<file path="src/hw/rtl/casd_pkg.sv">
// Shared types and constants of the CAN attitude and status frame decoder.
// Has no dependencies; every other file of the block imports it.
package casd_pkg;

	// Widths of the frame fields.
	localparam int unsigned IdW   = 29;
	localparam int unsigned WordW = 16;
	localparam int unsigned TolW  = 32;
	localparam int unsigned SqW   = 31;
	localparam int unsigned SumW  = 33;
	localparam int unsigned RegIdxW = 2;

	// Squared norm of a unit quaternion in 1e-8 units.
	localparam logic [SumW-1:0] NORM_ONE = 33'd100000000;

	// Reset value of the tolerance register (0.01 in 1e-8 units).
	localparam logic [TolW-1:0] TOL_RESET = 32'd1000000;

	// Register indexes of the configuration port.
	localparam logic [RegIdxW-1:0] REG_ATT_ID = 2'd0;
	localparam logic [RegIdxW-1:0] REG_STA_ID = 2'd1;
	localparam logic [RegIdxW-1:0] REG_TOL    = 2'd2;

	// Result classification codes.
	localparam logic [1:0] KIND_ATT_OK  = 2'd0;
	localparam logic [1:0] KIND_ATT_REJ = 2'd1;
	localparam logic [1:0] KIND_STATUS  = 2'd2;
	localparam logic [1:0] KIND_IGNORED = 2'd3;

	// Configuration register contents.
	typedef struct packed {
		logic [IdW-1:0]  att_id;
		logic [IdW-1:0]  sta_id;
		logic [TolW-1:0] tol;
	} casd_cfg_t;

	// Load enables of the pipeline stages after the input register.
	typedef struct packed {
		logic s2;
		logic s3;
		logic res;
	} casd_adv_t;

	// Result payload that travels down the pipeline.
	typedef struct packed {
		logic [1:0]       kind;
		logic [WordW-1:0] quat_w;
		logic [WordW-1:0] quat_x;
		logic [WordW-1:0] quat_y;
		logic [WordW-1:0] quat_z;
		logic [WordW-1:0] speed;
		logic [7:0]       mode;
		logic [7:0]       shoot;
		logic [WordW-1:0] angle;
	} casd_payload_t;

endpackage

</file>
<file path="src/hw/rtl/casd_cfg.sv">
// Configuration registers of the decoder: the two frame identifiers and the norm tolerance.
// Depends on casd_pkg.
module casd_cfg
	import casd_pkg::*;
(
	input  logic               clk,
	input  logic               arst_n,
	input  logic               cfg_valid,
	output logic               cfg_ready,
	input  logic [RegIdxW-1:0] cfg_index,
	input  logic [TolW-1:0]    cfg_data,
	output casd_cfg_t          cfg
);

	casd_cfg_t cfg_q;

	// The register file can always take a transfer.
	assign cfg_ready = 1'b1;
	assign cfg       = cfg_q;

	// Register writes; an unknown index is dropped.
	always_ff @(posedge clk or negedge arst_n) begin
		if (!arst_n) begin
			cfg_q.att_id <= '0;
			cfg_q.sta_id <= '0;
			cfg_q.tol    <= TOL_RESET;
		end else if (cfg_valid && cfg_ready) begin
			case (cfg_index)
				REG_ATT_ID: cfg_q.att_id <= cfg_data[IdW-1:0];
				REG_STA_ID: cfg_q.sta_id <= cfg_data[IdW-1:0];
				REG_TOL:    cfg_q.tol    <= cfg_data;
				default: begin
				end
			endcase
		end
	end

endmodule

</file>
<file path="src/hw/rtl/casd_norm.sv">
// Squared norm datapath: four squarers, a summing stage and the tolerance window check.
// Depends on casd_pkg.
module casd_norm
	import casd_pkg::*;
(
	input  logic             clk,
	input  casd_adv_t        adv,
	input  logic [WordW-1:0] word0,
	input  logic [WordW-1:0] word1,
	input  logic [WordW-1:0] word2,
	input  logic [WordW-1:0] word3,
	input  logic [TolW-1:0]  tol,
	output logic             within_tol
);

	logic [SqW-1:0]  sq_s2 [4];
	logic [SumW-1:0] sum_s3;
	logic [SumW-1:0] dev;

	logic signed [WordW-1:0]   comp [4];
	logic signed [2*WordW-1:0] prod [4];

	assign comp[0] = signed'(word0);
	assign comp[1] = signed'(word1);
	assign comp[2] = signed'(word2);
	assign comp[3] = signed'(word3);

	// One signed square per component; the largest, 2^30, fits in 31 bits.
	always_comb begin
		for (int i = 0; i < 4; i++) begin
			prod[i] = comp[i] * comp[i];
		end
	end

	always_ff @(posedge clk) begin
		if (adv.s2) begin
			for (int i = 0; i < 4; i++) begin
				sq_s2[i] <= prod[i][SqW-1:0];
			end
		end
	end

	// Sum of the four squares, exact in 33 bits.
	always_ff @(posedge clk) begin
		if (adv.s3) begin
			sum_s3 <= ({2'b00, sq_s2[0]} + {2'b00, sq_s2[1]})
				+ ({2'b00, sq_s2[2]} + {2'b00, sq_s2[3]});
		end
	end

	// Distance from one and the window check.
	assign dev = (sum_s3 >= NORM_ONE) ? (sum_s3 - NORM_ONE) : (NORM_ONE - sum_s3);
	assign within_tol = (dev <= {1'b0, tol});

endmodule

</file>
<file path="src/hw/rtl/can_attitude_status_decoder.sv">
// Top level of the CAN attitude and status frame decoder.
// Depends on casd_pkg, casd_cfg and casd_norm.
//
// The decoder takes one CAN frame per cycle while frame_stall is low and returns exactly one
// result per frame. Each frame passes through the input register, the squarer register, the
// summing register and the result register, which presents its result. Frames follow each
// other back to back. A stall on the result side first fills any empty stages behind it; once
// all four stages hold frames, frame_stall follows result_stall in the same cycle. Attitude
// frames are classified as accepted or rejected by the squared norm window. Status frames
// update the held speed, mode bytes and angle, which every result reports as they stand after
// its own frame. Configuration writes are taken in any cycle and are meant to be made while no
// frame is in flight.
module can_attitude_status_decoder
	import casd_pkg::*;
(
	input  logic               clk,
	input  logic               arst_n,
	// Configuration write channel
	input  logic               cfg_valid,
	output logic               cfg_ready,
	input  logic [RegIdxW-1:0] cfg_index,
	input  logic [TolW-1:0]    cfg_data,
	// Frame channel
	input  logic               frame_valid,
	output logic               frame_stall,
	input  logic [IdW-1:0]     frame_id,
	input  logic [WordW-1:0]   word0,
	input  logic [WordW-1:0]   word1,
	input  logic [WordW-1:0]   word2,
	input  logic [WordW-1:0]   word3,
	// Result channel
	output logic               result_valid,
	input  logic               result_stall,
	output logic [1:0]         frame_kind,
	output logic [WordW-1:0]   quat_w,
	output logic [WordW-1:0]   quat_x,
	output logic [WordW-1:0]   quat_y,
	output logic [WordW-1:0]   quat_z,
	output logic [WordW-1:0]   projectile_speed,
	output logic [7:0]         robot_mode,
	output logic [7:0]         shoot_select,
	output logic [WordW-1:0]   feed_angle
);

	casd_cfg_t     cfg;
	casd_adv_t     adv;
	casd_payload_t pay_next;
	casd_payload_t pay_s2;
	casd_payload_t pay_s3;
	casd_payload_t res_next;
	casd_payload_t res_q;

	logic valid_s1, valid_s2, valid_s3, res_valid_q;
	logic rdy_s1, rdy_s2, rdy_s3, rdy_res;
	logic within_tol;
	logic is_att, is_sta;

	logic [IdW-1:0]   id_s1;
	logic [WordW-1:0] w0_s1, w1_s1, w2_s1, w3_s1;

	logic [WordW-1:0] held_speed_q;
	logic [7:0]       held_mode_q;
	logic [7:0]       held_shoot_q;
	logic [WordW-1:0] held_angle_q;

	casd_cfg u_cfg (
		.clk       (clk),
		.arst_n    (arst_n),
		.cfg_valid (cfg_valid),
		.cfg_ready (cfg_ready),
		.cfg_index (cfg_index),
		.cfg_data  (cfg_data),
		.cfg       (cfg)
	);

	// A stage takes a new item when it is empty or its item moves on in the same cycle.
	assign rdy_res     = !res_valid_q || !result_stall;
	assign rdy_s3      = !valid_s3 || rdy_res;
	assign rdy_s2      = !valid_s2 || rdy_s3;
	assign rdy_s1      = !valid_s1 || rdy_s2;
	assign frame_stall = !rdy_s1;

	assign adv.s2  = valid_s1 && rdy_s2;
	assign adv.s3  = valid_s2 && rdy_s3;
	assign adv.res = valid_s3 && rdy_res;

	// Stage valid bits.
	always_ff @(posedge clk or negedge arst_n) begin
		if (!arst_n) begin
			valid_s1    <= 1'b0;
			valid_s2    <= 1'b0;
			valid_s3    <= 1'b0;
			res_valid_q <= 1'b0;
		end else begin
			if (rdy_s1) begin
				valid_s1 <= frame_valid;
			end
			if (rdy_s2) begin
				valid_s2 <= valid_s1;
			end
			if (rdy_s3) begin
				valid_s3 <= valid_s2;
			end
			if (rdy_res) begin
				res_valid_q <= valid_s3;
			end
		end
	end

	// Input register.
	always_ff @(posedge clk) begin
		if (rdy_s1 && frame_valid) begin
			id_s1 <= frame_id;
			w0_s1 <= word0;
			w1_s1 <= word1;
			w2_s1 <= word2;
			w3_s1 <= word3;
		end
	end

	// Frame decode; the attitude identifier wins when both match.
	assign is_att = (id_s1 == cfg.att_id);
	assign is_sta = !is_att && (id_s1 == cfg.sta_id);

	always_comb begin
		pay_next.kind   = is_att ? KIND_ATT_OK : (is_sta ? KIND_STATUS : KIND_IGNORED);
		pay_next.quat_x = is_att ? w0_s1 : '0;
		pay_next.quat_y = is_att ? w1_s1 : '0;
		pay_next.quat_z = is_att ? w2_s1 : '0;
		pay_next.quat_w = is_att ? w3_s1 : '0;
		pay_next.speed  = is_sta ? w0_s1 : held_speed_q;
		pay_next.mode   = is_sta ? w1_s1[15:8] : held_mode_q;
		pay_next.shoot  = is_sta ? w1_s1[7:0] : held_shoot_q;
		pay_next.angle  = is_sta ? w2_s1 : held_angle_q;
	end

	// Held status values change in frame order as each frame leaves the input register.
	always_ff @(posedge clk or negedge arst_n) begin
		if (!arst_n) begin
			held_speed_q <= '0;
			held_mode_q  <= '0;
			held_shoot_q <= '0;
			held_angle_q <= '0;
		end else if (adv.s2 && is_sta) begin
			held_speed_q <= pay_next.speed;
			held_mode_q  <= pay_next.mode;
			held_shoot_q <= pay_next.shoot;
			held_angle_q <= pay_next.angle;
		end
	end

	casd_norm u_norm (
		.clk        (clk),
		.adv        (adv),
		.word0      (w0_s1),
		.word1      (w1_s1),
		.word2      (w2_s1),
		.word3      (w3_s1),
		.tol        (cfg.tol),
		.within_tol (within_tol)
	);

	// Payload pipeline alongside the norm datapath.
	always_ff @(posedge clk) begin
		if (adv.s2) begin
			pay_s2 <= pay_next;
		end
		if (adv.s3) begin
			pay_s3 <= pay_s2;
		end
	end

	// An attitude frame outside the window is marked rejected.
	always_comb begin
		res_next = pay_s3;
		if (pay_s3.kind == KIND_ATT_OK && !within_tol) begin
			res_next.kind = KIND_ATT_REJ;
		end
	end

	// Result register.
	always_ff @(posedge clk) begin
		if (adv.res) begin
			res_q <= res_next;
		end
	end

	assign result_valid     = res_valid_q;
	assign frame_kind       = res_q.kind;
	assign quat_w           = res_q.quat_w;
	assign quat_x           = res_q.quat_x;
	assign quat_y           = res_q.quat_y;
	assign quat_z           = res_q.quat_z;
	assign projectile_speed = res_q.speed;
	assign robot_mode       = res_q.mode;
	assign shoot_select     = res_q.shoot;
	assign feed_angle       = res_q.angle;

endmodule

</file>
<file path="config.mk">
export PLATFORM = sky130hd
export DESIGN_NAME = can_attitude_status_decoder
export DESIGN_NICKNAME = d
export VERILOG_FILES = /design/src/hw/rtl/casd_pkg.sv /design/src/hw/rtl/casd_cfg.sv /design/src/hw/rtl/casd_norm.sv /design/src/hw/rtl/can_attitude_status_decoder.sv
export SDC_FILE = /design/constraint.sdc
export NUM_CORES = 2
export LEC_CHECK = 0
export BUFFER_PORTS_ARGS = -buffer_cell sky130_fd_sc_hd__buf_2
export CAP_MARGIN = 25
export CELL_PAD_IN_SITES_DETAIL_PLACEMENT = 0
export CELL_PAD_IN_SITES_GLOBAL_PLACEMENT = 1
export CORE_AREA = 2 2 355 532
export CTS_BUF_LIST = sky130_fd_sc_hd__clkbuf_8
export DETAILED_ROUTE_END_ITERATION = 10
export DIE_AREA = 0 0 357 534
export HOLD_SLACK_MARGIN = 0.05
export PLACE_DENSITY_LB_ADDON = 0.1
export SLEW_MARGIN = 0
export SYNTH_ARGS = -nofsm -noshare
export SYNTH_HDL_FRONTEND = slang
export SYNTH_SLANG_ARGS = --single-unit
</file>
<file path="constraint.sdc">
create_clock -name clk -period 15.95 [get_ports clk]
set_clock_uncertainty 0.05 [all_clocks]
set_input_delay 0.7975 -clock clk [delete_from_list [all_inputs] [get_ports clk]]
set_output_delay 0.7975 -clock clk [all_outputs]
set_load 0.02 [all_outputs]
</file>
==> metrics <==
DRC viols 0; Hold EP u_cfg.cfg[29]; EDFF count, synth 588; Ports 249; Tightest Pin Transition 1060 ps; Crit-path slowest cell edfxtp_1; CTS tree built; highest clock rate 131.0 MHz; FP Rows 194; Port Buf Inserts 247; largest net degree at the start of global routing 71; Final nets 7702; Ys Warns 0; Wirelength per Cell 19.75 um; vias in the first global route 46490; final cell count without fillers 8732; hold_ws 153.2 ps; WP data required 16480 ps; Initial Util 0.3484; post-synthesis average cell area 11.18 um^2; cells after synthesis 5792; GRT Util Overall 0.1856; RSZ-0062 raised after global routing no; WS Path Type reg -> reg; fin area 72710 um^2; Die H 534 um; synth cell count leaders inv_1 (1340), fa_1 (920), edfxtp_1 (588), ha_1 (471), nand2_1 (415); Post-synth ARST share 0.1945; cell class contributing the biggest share of worst-path delay adder cells; slew margin rel. 0.2936; GPL Wtd Cong 0.8336; worst hold stages 2; R2R cell count 20; Hold Path Origin cfg_data[29]; Hold WC Path Type in -> reg; worst-path maximum fanout 18; period utilisation layout 0.4786; Clk Latency, worst-skew pair 910 ps; combined buffer and inverter count along the critical path 3; most common cell in the netlist inv_1; mapped cell area 64780 um^2; Post-CTS Setup Inserts 0; top_reg_cell synth edfxtp_1; post-CTS sizing 0; clk root buf clkbuf_8; Syn Nets 7315; CP peak stage delay 820 ps; DP Area 68910 um^2; status completed; Critical Path End Type register; DP Cell Count 8392; H-tree Lvls 4; CTS Sinks 730; Synth Register Bits 730; Routed WL 172.5 mm; register area share after synthesis 0.3276; startpoint class of the critical path register; DR vias/cell 4.660; Cell Chain, Critical Path clkinv_1, nor2_1, fa_1, fa_1, fa_1, fa_1, fa_1, inv_1, fa_1, inv_1, ha_1, a21o_1, a21o_1, a21oi_1, o21ai_0, a31o_2, or4_1, a31o_2, a21oi_1, xnor2_1; Hold Buf Count CTS 95; Final Critical Period 7634 ps; Netlist cell types 87; Die W 357 um; initial antenna violation count 4; TNS Setup 0 ps; RR Endpoint u_norm.sq_s2[3][30]; grt ovf 0; Crit path arrival time 8160 ps; crit-path most repeated cell fa_1; reg2reg setup slack 8320 ps; clk buf depth 4; Hold Violations, Final 0; Core ar. 185900 um^2; DIE AREA 190600 um^2; Final ANT Viol Nets 0; layout cell share with drive strength beyond 1 0.1139; Area Growth Syn to Fin 12.25%; reg2reg start w3_s1[15]; top cell type's share of synthesized area 0.2843; Max-cap violations 0; final max-slew violation count 0; clock slew at reported path FFs 70 ps; most area-consuming cells after synthesis fa_1 (28%), edfxtp_1 (27%), ha_1 (9.1%); global-route wire length before repair 266.6 mm; via count 40690; starting DRC count in detailed routing 1731; largest area contributor in the netlist fa_1; Pre-antenna DRT Iters 7; CTS buffer count 139; DP HPWL 134.2 mm; Setup violations, final 0
## cells by family (layout without fill, tap and decap cells)
kind of cell | Yosys count | count (layout) | share of synthesized area
AOI/OAI and AO/OA | 552 | 552 | 0.05530
xor gates and xnor gates | 335 | 335 | 0.04529
adders and majority gates | 1391 | 1391 | 0.3753
buffers and inverters | 1501 | 1988 | 0.08736
DFF | 730 | 730 | 0.3276
muxes | 168 | 168 | 0.02909
other | 1 | 4 | 0.00005789
and+or+nand+nor | 1114 | 1114 | 0.08002
## registers in the layout (all words and copies together), names as in the netlist, 29 cells and up
name           flops
id_s1             29
pay_s3           114
pay_s2           114
u_cfg.cfg         90
u_norm.sq_s2     120
u_norm.sum_s3     33
## per-layer routing
layer | up-vias | track usage | part of all wire
li1 | 19030 | - | -
met1 | 20920 | 0.1924 | 0.36
met2 | 525 | 0.3824 | 0.59
met3 | 218 | 0.01918 | 0.027
met4 | 0 | 0.05224 | 0.027
met5 | - | 0 | 0
## per-stage QoR
step	util	setup WS, ps
finish	0.3911	8316
global placement	0.3706	8464
floorplan	-	6127
global route	0.3911	7830
CTS	0.3909	8270
detailed placement	0.3706	8315
## area by class of cell
class	instances	area, um^2
multi-input combinational	3561	37940
fill	18580	113200
clock buffer	153	2106
tap	2450	3065
clock inverter	88	708.2
sequential	730	21220
timing repair buffer	391	2581
antenna	3	7.507
inverter	1356	5090
## how the worst max path moves through the flow
stage,slack (ps),depth (start not counted),to,startpoint
3_3_place_gp,8460,20,u_norm.sq_s2[3][30],w3_s1[15]
3_5_place_dp,8320,20,u_norm.sq_s2[3][30],w3_s1[15]
2_1_floorplan,6130,1,feed_angle[0],result_stall
5_1_grt,7830,20,u_norm.sq_s2[3][30],w3_s1[15]
4_1_cts,8270,20,u_norm.sq_s2[3][30],w3_s1[15]
6_report,8320,20,u_norm.sq_s2[3][30],w3_s1[15]
## layout by cell type, fill, tap and decap left out, types with 18 or more instances in the layout
master         Yosys  final
a21o_1            97     97
a21oi_1          173    173
a31oi_1           18     18
and2_1           172    170
and3_1            26     25
buf_2              8    246
buf_4              2     48
clkbuf_8           0    153
clkinv_1          15     36
dfrtp_1          135    135
dlygate4sd3_1      0     95
edfxtp_1         588    588
fa_1             920    920
ha_1             471    471
inv_1           1340   1368
mux2_2           162    162
nand2_1          415    414
nand2b_1          30     30
nand3_1           37     37
nand4_1           29     29
nor2_1           277    277
nor2b_1           27     26
nor3_1            44     44
nor4_1            20     20
o21a_1            24     24
o21ai_0          103    103
o21bai_1          21     21
xnor2_1          218    218
xor2_1           117    117
Power is not shown: default switching activity piles up to over one toggle a cycle in this logic, so the estimate is an artifact.
